## config.mk

```make
export PLATFORM = sky130hd
export DESIGN_NAME = uart_tx_with_fifo
export DESIGN_NICKNAME = d
export VERILOG_FILES = /design/src/hdl/utf_pkg.sv /design/src/hdl/uart_tx_with_fifo.sv /design/src/hdl/utf_csr.sv /design/src/hdl/utf_fifo.sv /design/src/hdl/utf_framer.sv /design/src/hdl/utf_rsp_buf.sv
export VERILOG_INCLUDE_DIRS = /design/src /design/src/hdl
export SDC_FILE = /design/constraint.sdc
export NUM_CORES = 1
export LEC_CHECK = 0
export BUFFER_PORTS_ARGS = -buffer_cell sky130_fd_sc_hd__buf_2
export CAP_MARGIN = 40
export CORE_MARGIN = 2
export CORE_UTILIZATION = 55
export DETAILED_ROUTE_END_ITERATION = 10
export PLACE_DENSITY = 0.86
export SETUP_SLACK_MARGIN = 0.1
export SKIP_LAST_GASP = 1
export SLEW_MARGIN = 20
export SYNTH_ARGS = -nofsm -noshare
export SYNTH_HDL_FRONTEND = slang
export SYNTH_SLANG_ARGS = --single-unit
```

## constraint.sdc

```tcl
create_clock -name clock -period 4.2 [get_ports clock]
set_clock_uncertainty 0.05 [all_clocks]
set_input_delay 0 -clock clock [delete_from_list [all_inputs] [get_ports clock]]
set_output_delay 0 -clock clock [all_outputs]
set_load 0.01 [all_outputs]
```

## src/hdl/uart_tx_with_fifo_defines.svh

```systemverilog
// Assertion macros used by the transmit FIFO of the UART transmitter RTL.
`ifndef UART_TX_WITH_FIFO_DEFINES_SVH
`define UART_TX_WITH_FIFO_DEFINES_SVH

// Check a property at every clock edge outside reset.
`define UTF_ASSERT(lbl, prop, msg) \
   lbl: assert property (@(posedge clock) disable iff (reset) (prop)) else $error(msg);

// Check that a condition leads to a consequence in the following clock cycle.
`define UTF_ASSERT_NEXT(lbl, ante, cons, msg) \
   lbl: assert property (@(posedge clock) disable iff (reset) (ante) |=> (cons)) else $error(msg);

`endif

```

## src/hdl/utf_pkg.sv

```systemverilog
// Shared types, constants and codes of the UART transmitter.
package utf_pkg;

   localparam int TX_FIFO_DEPTH = 8;
   localparam int FIFO_PTR_W    = (TX_FIFO_DEPTH > 1) ? $clog2(TX_FIFO_DEPTH) : 1;
   localparam int FIFO_CNT_W    = $clog2(TX_FIFO_DEPTH + 1);
   localparam int FREE_W        = 4;
   localparam int CSR_ADDR_W    = 5;
   localparam int CSR_DATA_W    = 32;

   localparam logic ACT_TICK  = 1'b0;
   localparam logic ACT_WRITE = 1'b1;

   localparam logic [2:0] REG_CLOCK_DIVIDER    = 3'd0;
   localparam logic [2:0] REG_PARITY_MODE      = 3'd1;
   localparam logic [2:0] REG_TWO_STOP_BITS    = 3'd2;
   localparam logic [2:0] REG_TX_IRQ_ENABLE    = 3'd3;
   localparam logic [2:0] REG_BIT_LEVEL_ENABLE = 3'd4;

   localparam logic [1:0] PARITY_EVEN = 2'd1;
   localparam logic [1:0] PARITY_ODD  = 2'd2;

   localparam logic [2:0] PH_IDLE   = 3'd0;
   localparam logic [2:0] PH_START  = 3'd1;
   localparam logic [2:0] PH_DATA   = 3'd2;
   localparam logic [2:0] PH_PARITY = 3'd3;
   localparam logic [2:0] PH_STOP1  = 3'd4;
   localparam logic [2:0] PH_STOP2  = 3'd5;

   typedef struct packed {
      logic [15:0] clock_divider;
      logic [1:0]  parity_mode;
      logic        two_stop_bits;
      logic        tx_irq_enable;
      logic        bit_level_enable;
   } cfg_type;

   typedef struct packed {
      logic [7:0]            head;
      logic                  has_data;
      logic [FIFO_CNT_W-1:0] count_next;
      logic                  dropped;
   } fifo_status_type;

   typedef struct packed {
      logic              line_level;
      logic [FREE_W-1:0] fifo_free;
      logic              tx_irq_pending;
      logic              busy_res;
      logic              write_dropped;
   } rsp_type;

endpackage

```

## src/hdl/uart_tx_with_fifo.sv

```systemverilog
// Top level of the UART transmitter with transmit FIFO.
// Each request beat is a tick of the bit timer or a byte write to the
// eight-entry FIFO, and yields exactly one response beat with the line level,
// free FIFO entries, busy flag, TX-empty interrupt and a drop flag for a write
// that met a full FIFO. One beat is taken per clock cycle: the FIFO, the frame
// sequencer and the bit timer update in the accepting cycle, and the response
// goes into a two-entry output buffer, so req_ready falls only while both
// buffer entries hold responses that have not been taken. Each serial bit lasts
// clock_divider+1 ticks; the frame is a low start bit, eight data bits MSB
// first, an optional parity bit and one or two stop bits.
module uart_tx_with_fifo (
   input  logic                           clock,
   input  logic                           reset,
   input  logic                           req_valid,
   output logic                           req_ready,
   input  logic                           req_action,
   input  logic [7:0]                     req_tx_byte,
   output logic                           rsp_valid,
   input  logic                           rsp_ready,
   output logic                           rsp_line_level,
   output logic [utf_pkg::FREE_W-1:0]     rsp_fifo_free,
   output logic                           rsp_tx_irq_pending,
   output logic                           rsp_busy_res,
   output logic                           rsp_write_dropped,
   input  logic                           csr_psel,
   input  logic                           csr_penable,
   input  logic                           csr_pwrite,
   input  logic [utf_pkg::CSR_ADDR_W-1:0] csr_paddr,
   input  logic [utf_pkg::CSR_DATA_W-1:0] csr_pwdata,
   output logic [utf_pkg::CSR_DATA_W-1:0] csr_prdata,
   output logic                           csr_pready
);
   import utf_pkg::*;

   cfg_type               cfg;
   fifo_status_type       fifo_st;
   rsp_type               rsp_new;
   rsp_type               rsp_out;
   logic                  accept;
   logic                  tick;
   logic                  wr;
   logic                  pop;
   logic                  line_level;
   logic                  busy;
   logic [FIFO_CNT_W-1:0] free_cnt;

   assign accept = req_valid && req_ready;
   assign tick   = accept && (req_action == ACT_TICK);
   assign wr     = accept && (req_action == ACT_WRITE);

   utf_csr u_csr (
      .clock       (clock),
      .reset       (reset),
      .csr_psel    (csr_psel),
      .csr_penable (csr_penable),
      .csr_pwrite  (csr_pwrite),
      .csr_paddr   (csr_paddr),
      .csr_pwdata  (csr_pwdata),
      .csr_prdata  (csr_prdata),
      .csr_pready  (csr_pready),
      .cfg         (cfg)
   );

   utf_fifo u_fifo (
      .clock     (clock),
      .reset     (reset),
      .push      (wr),
      .push_byte (req_tx_byte),
      .pop       (pop),
      .flush     (accept && !cfg.bit_level_enable),
      .status    (fifo_st)
   );

   utf_framer u_framer (
      .clock      (clock),
      .reset      (reset),
      .item       (accept),
      .tick       (tick),
      .cfg        (cfg),
      .fifo_st    (fifo_st),
      .pop        (pop),
      .line_level (line_level),
      .busy       (busy)
   );

   assign free_cnt               = FIFO_CNT_W'(TX_FIFO_DEPTH) - fifo_st.count_next;
   assign rsp_new.line_level     = line_level;
   assign rsp_new.fifo_free      = FREE_W'(free_cnt);
   assign rsp_new.tx_irq_pending = cfg.tx_irq_enable && (fifo_st.count_next == '0);
   assign rsp_new.busy_res       = busy;
   assign rsp_new.write_dropped  = fifo_st.dropped;

   utf_rsp_buf u_rsp_buf (
      .clock     (clock),
      .reset     (reset),
      .push      (accept),
      .push_data (rsp_new),
      .can_take  (req_ready),
      .rsp_valid (rsp_valid),
      .rsp_ready (rsp_ready),
      .rsp_data  (rsp_out)
   );

   assign rsp_line_level     = rsp_out.line_level;
   assign rsp_fifo_free      = rsp_out.fifo_free;
   assign rsp_tx_irq_pending = rsp_out.tx_irq_pending;
   assign rsp_busy_res       = rsp_out.busy_res;
   assign rsp_write_dropped  = rsp_out.write_dropped;

endmodule

```

## src/hdl/utf_csr.sv

```systemverilog
// Configuration register file behind the APB-style port.
module utf_csr (
   input  logic                          clock,
   input  logic                          reset,
   input  logic                          csr_psel,
   input  logic                          csr_penable,
   input  logic                          csr_pwrite,
   input  logic [utf_pkg::CSR_ADDR_W-1:0] csr_paddr,
   input  logic [utf_pkg::CSR_DATA_W-1:0] csr_pwdata,
   output logic [utf_pkg::CSR_DATA_W-1:0] csr_prdata,
   output logic                          csr_pready,
   output utf_pkg::cfg_type              cfg
);
   import utf_pkg::*;

   cfg_type    cfg_ff;
   cfg_type    cfg_in;
   logic       wr_en;
   logic [2:0] reg_idx;

   assign csr_pready = 1'b1;
   assign wr_en      = csr_psel && csr_penable && csr_pwrite && csr_pready;
   assign reg_idx    = csr_paddr[4:2];
   assign cfg        = cfg_ff;

   always_comb begin
      cfg_in = cfg_ff;
      if (wr_en) begin
         unique case (reg_idx)
            REG_CLOCK_DIVIDER:    cfg_in.clock_divider    = csr_pwdata[15:0];
            REG_PARITY_MODE:      cfg_in.parity_mode      = csr_pwdata[1:0];
            REG_TWO_STOP_BITS:    cfg_in.two_stop_bits    = csr_pwdata[0];
            REG_TX_IRQ_ENABLE:    cfg_in.tx_irq_enable    = csr_pwdata[0];
            REG_BIT_LEVEL_ENABLE: cfg_in.bit_level_enable = csr_pwdata[0];
            default: ;
         endcase
      end
   end

   always_comb begin
      unique case (reg_idx)
         REG_CLOCK_DIVIDER:    csr_prdata = {16'd0, cfg_ff.clock_divider};
         REG_PARITY_MODE:      csr_prdata = {30'd0, cfg_ff.parity_mode};
         REG_TWO_STOP_BITS:    csr_prdata = {31'd0, cfg_ff.two_stop_bits};
         REG_TX_IRQ_ENABLE:    csr_prdata = {31'd0, cfg_ff.tx_irq_enable};
         REG_BIT_LEVEL_ENABLE: csr_prdata = {31'd0, cfg_ff.bit_level_enable};
         default:              csr_prdata = '0;
      endcase
   end

   always_ff @(posedge clock) begin
      if (reset) begin
         cfg_ff.clock_divider    <= '0;
         cfg_ff.parity_mode      <= '0;
         cfg_ff.two_stop_bits    <= 1'b0;
         cfg_ff.tx_irq_enable    <= 1'b0;
         cfg_ff.bit_level_enable <= 1'b1;
      end else begin
         cfg_ff <= cfg_in;
      end
   end

endmodule

```

## src/hdl/utf_fifo.sv

```systemverilog
// Transmit byte FIFO with drop on full and flush.
`include "uart_tx_with_fifo_defines.svh"
module utf_fifo (
   input  logic                     clock,
   input  logic                     reset,
   input  logic                     push,
   input  logic [7:0]               push_byte,
   input  logic                     pop,
   input  logic                     flush,
   output utf_pkg::fifo_status_type status
);
   import utf_pkg::*;

   logic [7:0]            fifo_store_ff [TX_FIFO_DEPTH];
   logic [7:0]            head_ff;
   logic [FIFO_PTR_W-1:0] rd_ptr_ff, rd_ptr_in;
   logic [FIFO_PTR_W-1:0] wr_ptr_ff, wr_ptr_in;
   logic [FIFO_CNT_W-1:0] count_ff, count_in;
   logic                  full;
   logic                  wr_en;

   function automatic logic [FIFO_PTR_W-1:0] next_ptr(input logic [FIFO_PTR_W-1:0] p);
      logic [FIFO_PTR_W-1:0] r;
      if (p == FIFO_PTR_W'(TX_FIFO_DEPTH - 1)) begin
         r = '0;
      end else begin
         r = p + 1'b1;
      end
      return r;
   endfunction

   assign full  = (count_ff >= FIFO_CNT_W'(TX_FIFO_DEPTH));
   assign wr_en = push && !full;

   always_comb begin
      rd_ptr_in = rd_ptr_ff;
      wr_ptr_in = wr_ptr_ff;
      count_in  = count_ff;
      if (wr_en) begin
         wr_ptr_in = next_ptr(wr_ptr_ff);
         count_in  = count_ff + 1'b1;
      end else if (pop) begin
         rd_ptr_in = next_ptr(rd_ptr_ff);
         count_in  = count_ff - 1'b1;
      end
      if (flush) begin
         rd_ptr_in = wr_ptr_in;
         count_in  = '0;
      end
   end

   assign status.head       = head_ff;
   assign status.has_data   = (count_ff != '0);
   assign status.count_next = count_in;
   assign status.dropped    = push && full;

   // hold the entry at the next read pointer, bypassing a write to that slot
   always_ff @(posedge clock) begin
      if (wr_en) begin
         fifo_store_ff[wr_ptr_ff] <= push_byte;
      end
      if (wr_en && (wr_ptr_ff == rd_ptr_in)) begin
         head_ff <= push_byte;
      end else begin
         head_ff <= fifo_store_ff[rd_ptr_in];
      end
   end

   always_ff @(posedge clock) begin
      if (reset) begin
         rd_ptr_ff <= '0;
         wr_ptr_ff <= '0;
         count_ff  <= '0;
      end else begin
         rd_ptr_ff <= rd_ptr_in;
         wr_ptr_ff <= wr_ptr_in;
         count_ff  <= count_in;
      end
   end

   `UTF_ASSERT(a_count_bound, count_ff <= FIFO_CNT_W'(TX_FIFO_DEPTH), "fifo count over depth")
   `UTF_ASSERT(a_push_pop_excl, !(push && pop), "push and pop in one beat")
   `UTF_ASSERT(a_pop_nonempty, !pop || (count_ff != '0), "pop from empty fifo")
   `UTF_ASSERT_NEXT(a_flush_empty, flush, count_ff == '0, "fifo not empty after flush")

endmodule

```

## src/hdl/utf_framer.sv

```systemverilog
// Frame sequencer: start, data, parity and stop bits with bit timing.
module utf_framer (
   input  logic                     clock,
   input  logic                     reset,
   input  logic                     item,
   input  logic                     tick,
   input  utf_pkg::cfg_type         cfg,
   input  utf_pkg::fifo_status_type fifo_st,
   output logic                     pop,
   output logic                     line_level,
   output logic                     busy
);
   import utf_pkg::*;

   logic [2:0]  phase_ff, phase_in;
   logic [2:0]  phase_mid;
   logic [2:0]  bit_ff, bit_in;
   logic [15:0] tick_ff, tick_in;
   logic [7:0]  byte_ff, byte_in;
   logic        parity_on;

   assign parity_on = (cfg.parity_mode == PARITY_EVEN) || (cfg.parity_mode == PARITY_ODD);

   always_comb begin
      phase_in  = phase_ff;
      bit_in    = bit_ff;
      tick_in   = tick_ff;
      byte_in   = byte_ff;
      phase_mid = phase_ff;
      pop       = 1'b0;
      if (tick && cfg.bit_level_enable) begin
         if (phase_ff != PH_IDLE && tick_ff < cfg.clock_divider) begin
            tick_in = tick_ff + 1'b1;
         end else begin
            if (phase_ff != PH_IDLE) begin
               tick_in = '0;
               unique case (phase_ff)
                  PH_START: begin
                     phase_mid = PH_DATA;
                     bit_in    = '0;
                  end
                  PH_DATA: begin
                     if (bit_ff != 3'd7) begin
                        bit_in = bit_ff + 1'b1;
                     end else begin
                        bit_in    = '0;
                        phase_mid = parity_on ? PH_PARITY : PH_STOP1;
                     end
                  end
                  PH_PARITY: phase_mid = PH_STOP1;
                  PH_STOP1:  phase_mid = cfg.two_stop_bits ? PH_STOP2 : PH_IDLE;
                  default:   phase_mid = PH_IDLE;
               endcase
            end
            phase_in = phase_mid;
            if (phase_mid == PH_IDLE && fifo_st.has_data) begin
               pop      = 1'b1;
               byte_in  = fifo_st.head;
               phase_in = PH_START;
               bit_in   = '0;
               tick_in  = '0;
            end
         end
      end
      if (item && !cfg.bit_level_enable) begin
         phase_in = PH_IDLE;
         bit_in   = '0;
         tick_in  = '0;
      end
   end

   always_comb begin
      unique case (phase_in)
         PH_START:  line_level = 1'b0;
         PH_DATA:   line_level = byte_in[3'd7 - bit_in];
         PH_PARITY: line_level = (cfg.parity_mode == PARITY_EVEN) ? ^byte_in : ~^byte_in;
         default:   line_level = 1'b1;
      endcase
   end

   assign busy = (phase_in != PH_IDLE);

   always_ff @(posedge clock) begin
      if (reset) begin
         phase_ff <= PH_IDLE;
         bit_ff   <= '0;
         tick_ff  <= '0;
         byte_ff  <= '0;
      end else begin
         phase_ff <= phase_in;
         bit_ff   <= bit_in;
         tick_ff  <= tick_in;
         byte_ff  <= byte_in;
      end
   end

endmodule

```

## src/hdl/utf_rsp_buf.sv

```systemverilog
// Two-entry result buffer: output register plus skid stage.
module utf_rsp_buf (
   input  logic             clock,
   input  logic             reset,
   input  logic             push,
   input  utf_pkg::rsp_type push_data,
   output logic             can_take,
   output logic             rsp_valid,
   input  logic             rsp_ready,
   output utf_pkg::rsp_type rsp_data
);
   import utf_pkg::*;

   rsp_type main_ff, main_in;
   rsp_type skid_ff, skid_in;
   logic    main_vld_ff, main_vld_in;
   logic    skid_vld_ff, skid_vld_in;
   logic    drain;

   assign can_take  = !skid_vld_ff;
   assign rsp_valid = main_vld_ff;
   assign rsp_data  = main_ff;
   assign drain     = main_vld_ff && rsp_ready;

   always_comb begin
      main_in     = main_ff;
      skid_in     = skid_ff;
      main_vld_in = main_vld_ff;
      skid_vld_in = skid_vld_ff;
      if (skid_vld_ff) begin
         if (drain) begin
            main_in     = skid_ff;
            skid_vld_in = 1'b0;
         end
      end else if (!main_vld_ff || drain) begin
         main_in     = push_data;
         main_vld_in = push;
      end else if (push) begin
         skid_in     = push_data;
         skid_vld_in = 1'b1;
      end
   end

   always_ff @(posedge clock) begin
      main_ff <= main_in;
      skid_ff <= skid_in;
   end

   always_ff @(posedge clock) begin
      if (reset) begin
         main_vld_ff <= 1'b0;
         skid_vld_ff <= 1'b0;
      end else begin
         main_vld_ff <= main_vld_in;
         skid_vld_ff <= skid_vld_in;
      end
   end

endmodule

```

**Yosys cells after proc, flatten, opt, wreduce, memory -nomap -nowiden**

Memories as Yosys holds them, arrays and structs flattened. A register that Yosys moved wholly into a read port is not among the register bits.
Cells that the tools add are included.

- Eq/ne operators: 17
- Order comparisons: 3
- Reduce and logical (&&, ||, !) cells: 39
- Bitwise logic cells: 3
- $add $sub $neg: 8
- Multiplexer cells: 50

Operators with widths:

| operator | count |
|---|---|
| $pmux 16 s5 | 1 |
| $mux 3 | 22 |
| $mux 16 | 3 |
| $mux 8 | 6 |
| $eq 3x2->1 const B | 6 |
| $add 16x1->16 const B | 1 |
| $lt 16x16->1 | 1 |
| $reduce_and 2->1 | 8 |
| $logic_and 1x1->1 | 13 |
| $eq 3x3->1 const B | 4 |
| $mux 4 | 3 |
| $pmux 3 s4 | 1 |
| $mux 1 | 11 |
| $add 3x1->3 const B | 3 |
| $eq 3x1->1 const B | 3 |
| $reduce_bool 3->1 | 3 |
| $reduce_xnor 8->1 | 1 |
| $reduce_xor 8->1 | 1 |
| $logic_not 3->1 | 2 |
| $pmux 3 s2 | 1 |
| $add 4x1->4 const B | 1 |
| $ge 4x4->1 const B | 1 |
| $logic_not 1->1 | 4 |
| $logic_not 4->1 | 1 |
| 16 further kinds | 19 |

- Output and inout bits: 43
- Register bits after elaboration: 79
- Bits in writable memories: 64
- Memories kept: 1

Memories:

| name | depth | width | rd ports | clocked after Yosys merged registers in | wr ports | RTL line | RTL |
|---|---|---|---|---|---|---|---|
| u_fifo.fifo_store_ff | 8 | 8 | 1 | 1 | 1 | utf_fifo.sv:14 | `logic [7:0] fifo_store_ff [TX_FIFO_DEPTH];` |

**Longest topological paths before layout**

- Depth in word-level cells: 20
- Mapped depth: 13
- Depth with buffers taken out: 13

**Hierarchy**

From an unflattened synthesis, not the netlist that was laid out.

- Cell total of the unflattened synthesis: 621
- Area, all modules: 7347.0 um2

Modules (own cells, without submodules):

| module | seq. area each (um2) | cells each | times used | area an instance (um2) |
|---|---|---|---|---|
| utf_fifo | 2182.1 | 178 | 1 | 3171.8 |
| utf_framer | 600.6 | 256 | 1 | 2105.8 |
| utf_csr | 420.4 | 137 | 1 | 1265.0 |
| utf_rsp_buf | 520.5 | 37 | 1 | 726.9 |
| uart_tx_with_fifo | 0.0 | 13 | 1 | 77.6 |

**Worst setup path before layout**

Ideal clock, no wire load.

- Kind: reg2reg
- Start: register u_csr.cfg_ff (netlist bit u_csr.cfg[20])
- End: register u_rsp_buf.main_ff (netlist bit u_rsp_buf.rsp_data[7]) (data pin)
- Arrival: 3.094 ns
- Cell stages (with the launch flop): 14
- Slack: 0.796 ns
- Cell sequence: dfxtp_1 inv_1 ha_1 and4_4 nand2_2 or4_4 a31o_2 nor2_2 buf_4 mux2i_1 xnor2_1 mux2i_2 o211ai_2 mux2_2

RTL lines:

| item | RTL line | RTL |
|---|---|---|
| start, declared | utf_csr.sv:16 | `cfg_type cfg_ff;` |
| start signal, assigned | utf_csr.sv:59 | `cfg_ff <= cfg_in;` |
| end signal, assigned | utf_rsp_buf.sv:45 | `main_ff <= main_in;` |
| end, declared | utf_rsp_buf.sv:14 | `rsp_type main_ff, main_in;` |

==> flow_metrics.tcl <==
set metrics [dict create \
    max_freq_ghz 0.2550 \
    syn_inst 635 \
    finalSetupViolCount 0 \
    track_usage_pct 22.25 \
    async_reset_ff_share_pct 0 \
    dp_slack_ns 0.3644 \
    synthFlopType "edfxtp_1" \
    clkTransAtPathRegs_ns 0.06 \
    path_max_fanout 5 \
    synth.most_common_cell "edfxtp_1" \
    min_from "csr_penable" \
    multiInputGateArea_mm2 0.003080 \
    hold_path_class "input pin to flop" \
    crit_type "flop to flop" \
    dieArea_mm2 0.01382 \
    ys_seq_area_share_pct 52.51 \
    hold_slack_ns 0.1241 \
    portBuffers 60 \
    finalCritPeriodShare_pct 93.38 \
    start_kind "flop" \
    clk_path_buf_depth 2 \
    syn_area_mm2 0.007092 \
    ant_nets 0 \
    place.gp.congestion 0.8494 \
    avgSynthCellArea_um2 11.17 \
    power_frac_comb_pct 12.8 \
    nFillCells 876 \
    cp-end-kind "flop" \
    drcViolationCount 0 \
    synth_area_leader_cell "edfxtp_1" \
    drive_gt1_share_pct 20.54 \
    period_needed_ns 3.922 \
    synth_area_leaders "edfxtp_1, dfxtp_1, mux4_2, ha_1, nand2_1" \
    synth_cell_type_count 71 \
    vias 5154 \
    swShare_pct 23.51 \
    hold_viol_final 0 \
    seq_area_mm2 0.003724 \
    core_area_mm2 0.01262 \
    initial_core_util_pct 56.20 \
    grt_pass1_wl_um 24390 \
    clk_latency_ns 0.43 \
    crit_arrival_ns 4.05 \
    htreeDepth 4 \
    rsz0062_at_grt "no" \
    grt_overflow_total 0 \
    ios 96 \
    wl_um 15090 \
    rr_startpoint "u_framer.tick_ff[6]$_SDFFE_PP0P_" \
    drv_cap 0 \
    p_int_w 0.002770 \
    critPathRequiredTime_ns 4.33 \
    cts_root_buffer "clkbuf_16" \
    diodes 0 \
    die_x_um 117.6 \
    ir_worst_vdd_v 0.0003262 \
    drt_iter0_drc 322 \
    rows 41 \
    drv_slew 0 \
    place_hpwl_um 9741 \
    grt_pass1_vias 5212 \
    cts_tree "done" \
    status "complete, no violations" \
    final.setup.tns_ns 0 \
    dp.cells 850 \
    post-route-util_pct 67.09 \
    yosysTopAreaCellShare_pct 33.87 \
    slew_headroom_pct 43.87 \
    worst_pin_slew_ns 0.8383 \
    seq_power_share_pct 44.8 \
    p_leak_nw 3.204 \
    cts_setup_buffers 0 \
    fin_nets 811 \
    routed_via_density 5.621 \
    yosysWarnings 0 \
    powerDensity_mw_per_mm2 427.7 \
    fin_cells 917 \
    cts_buffers 17 \
    ys_ff_latch 146 \
    critPathLaunch "u_framer.tick_ff[6]$_SDFFE_PP0P_" \
    area_growth_pct 19.39 \
    worst_slack_ns 0.2781 \
    wl_per_cell_um 16.45 \
    cts_sinks 146 \
    grt_max_degree 50 \
    power.switching_w 0.0008514 \
    synth_edf_count 80 \
    clkPwrFrac_pct 42.5 \
    die_h_um 117.6 \
    antenna_found_initial 0 \
    firstDrtPassIters 5 \
    ys_top_cells_by_count "edfxtp_1, nand2_1, dfxtp_1" \
]
registers in the layout (all words and copies together) (netlist names), 4 cells and up, named ones only:
signal	cells
u_fifo.fifo_store_ff	64
u_rsp_buf.rsp_data	8
u_fifo.count_ff	4
u_csr.cfg	21
u_rsp_buf.skid_ff	8
u_framer.byte_ff	8
u_framer.tick_ff	16
worst max-delay path, cell delays in order, from the launching register on:
cell and delay, ns:
dfxtp_1 0.42, ha_1 0.28, and3_1 0.22, a221oi_1 0.50, or2_2 0.27, nand3_2 0.17, a311oi_2 0.58, mux2i_1 0.30
o221ai_2 0.12, a211oi_1 0.35, o211ai_2 0.14, mux2_2 0.29
path summary, 6_finish.rpt:
kind | to | slack, ns | depth (start not counted)
max | u_rsp_buf.rsp_data[7]$_DFFE_PP_ | 0.28 | 11
min | u_csr.cfg[0]$_SDFFE_PP1P_ | 0.12 | 5
max reg2reg | u_rsp_buf.rsp_data[7]$_DFFE_PP_ | 0.28 | 11
min reg2reg | u_csr.cfg[11]$_SDFFE_PP0P_ | 0.42 | 2
logic make-up (layout without fill, tap and decap cells):
logic type,Yosys count,count (layout),synth area share [%]
buffers and inverters,70,165,4.922
XOR/XNOR,29,29,3.582
adder cells (fa/ha/maj),26,26,4.587
multiplexers,46,46,9.492
AO/OA/AOI/OAI,94,94,9.616
AND/OR/NAND/NOR,222,222,15.19
other,2,17,0.1059
flip-flops,146,146,52.51
layer usage:
metal / track usage (%) / vias to the layer above / wire length [µm]
li1: - / 2467 / -
met1: 25.45 / 2460 / 6165
met2: 39.22 / 189 / 7711
met3: 5.523 / 38 / 827
met4: 10.32 / 0 / 384
met5: 0 / - / 0
power groups by stage:
stage	logic, W	registers (W)	clock network [W]
floorplan	0.000332	0.00164	0
global placement	0.000414	0.00165	0
detailed placement	0.000432	0.00165	0
CTS	0.000457	0.00162	0.00155
global route	0.000507	0.00163	0.00161
finish	0.000462	0.00162	0.00154
area by class of cell:
type	instances	area share, %
clock buffers	19	5.113
repair buffers	109	8.955
flip-flops and latches	146	43.98
multi-input cells	434	36.38
clock inverters	13	1.965
well taps	172	2.542
inverters	24	1.064
through the flow:
| step | power, W | area [µm²] |
|---|---|---|
| 2_1_floorplan | 0.001974 | 7148 |
| 3_3_place_gp | 0.002061 | 7507 |
| 3_5_place_dp | 0.002082 | 7512 |
| 4_1_cts | 0.003629 | 8422 |
| 5_1_grt | 0.003749 | 8467 |
| 6_report | 0.003622 | 8467 |
layout by cell type, fill, tap and decap left out, drive strengths merged, types with 4 or more instances in the layout:
cell and count:
mux4 16, conb 17, dlygate4sd3 32, and2 16
xor2 14, nand4 7, nand2 73, clkbuf 19
mux2 7, inv 24, clkinv 7, nor2 57
a211oi 6, and3 7, ha 26, edfxtp 80
a21o 5, mux2i 23, o21ai 12, nor2b 7
nor3 21, dfxtp 66, xnor2 15, a21oi 34
nand3 11, buf 77, o211ai 5, bufinv 4
what timing repair did:
action	in CTS	in global routing
hold buffers	31	1
hold endpoints to repair	90	12
resized for setup	0	0
(Power assumes the default switching activity.)
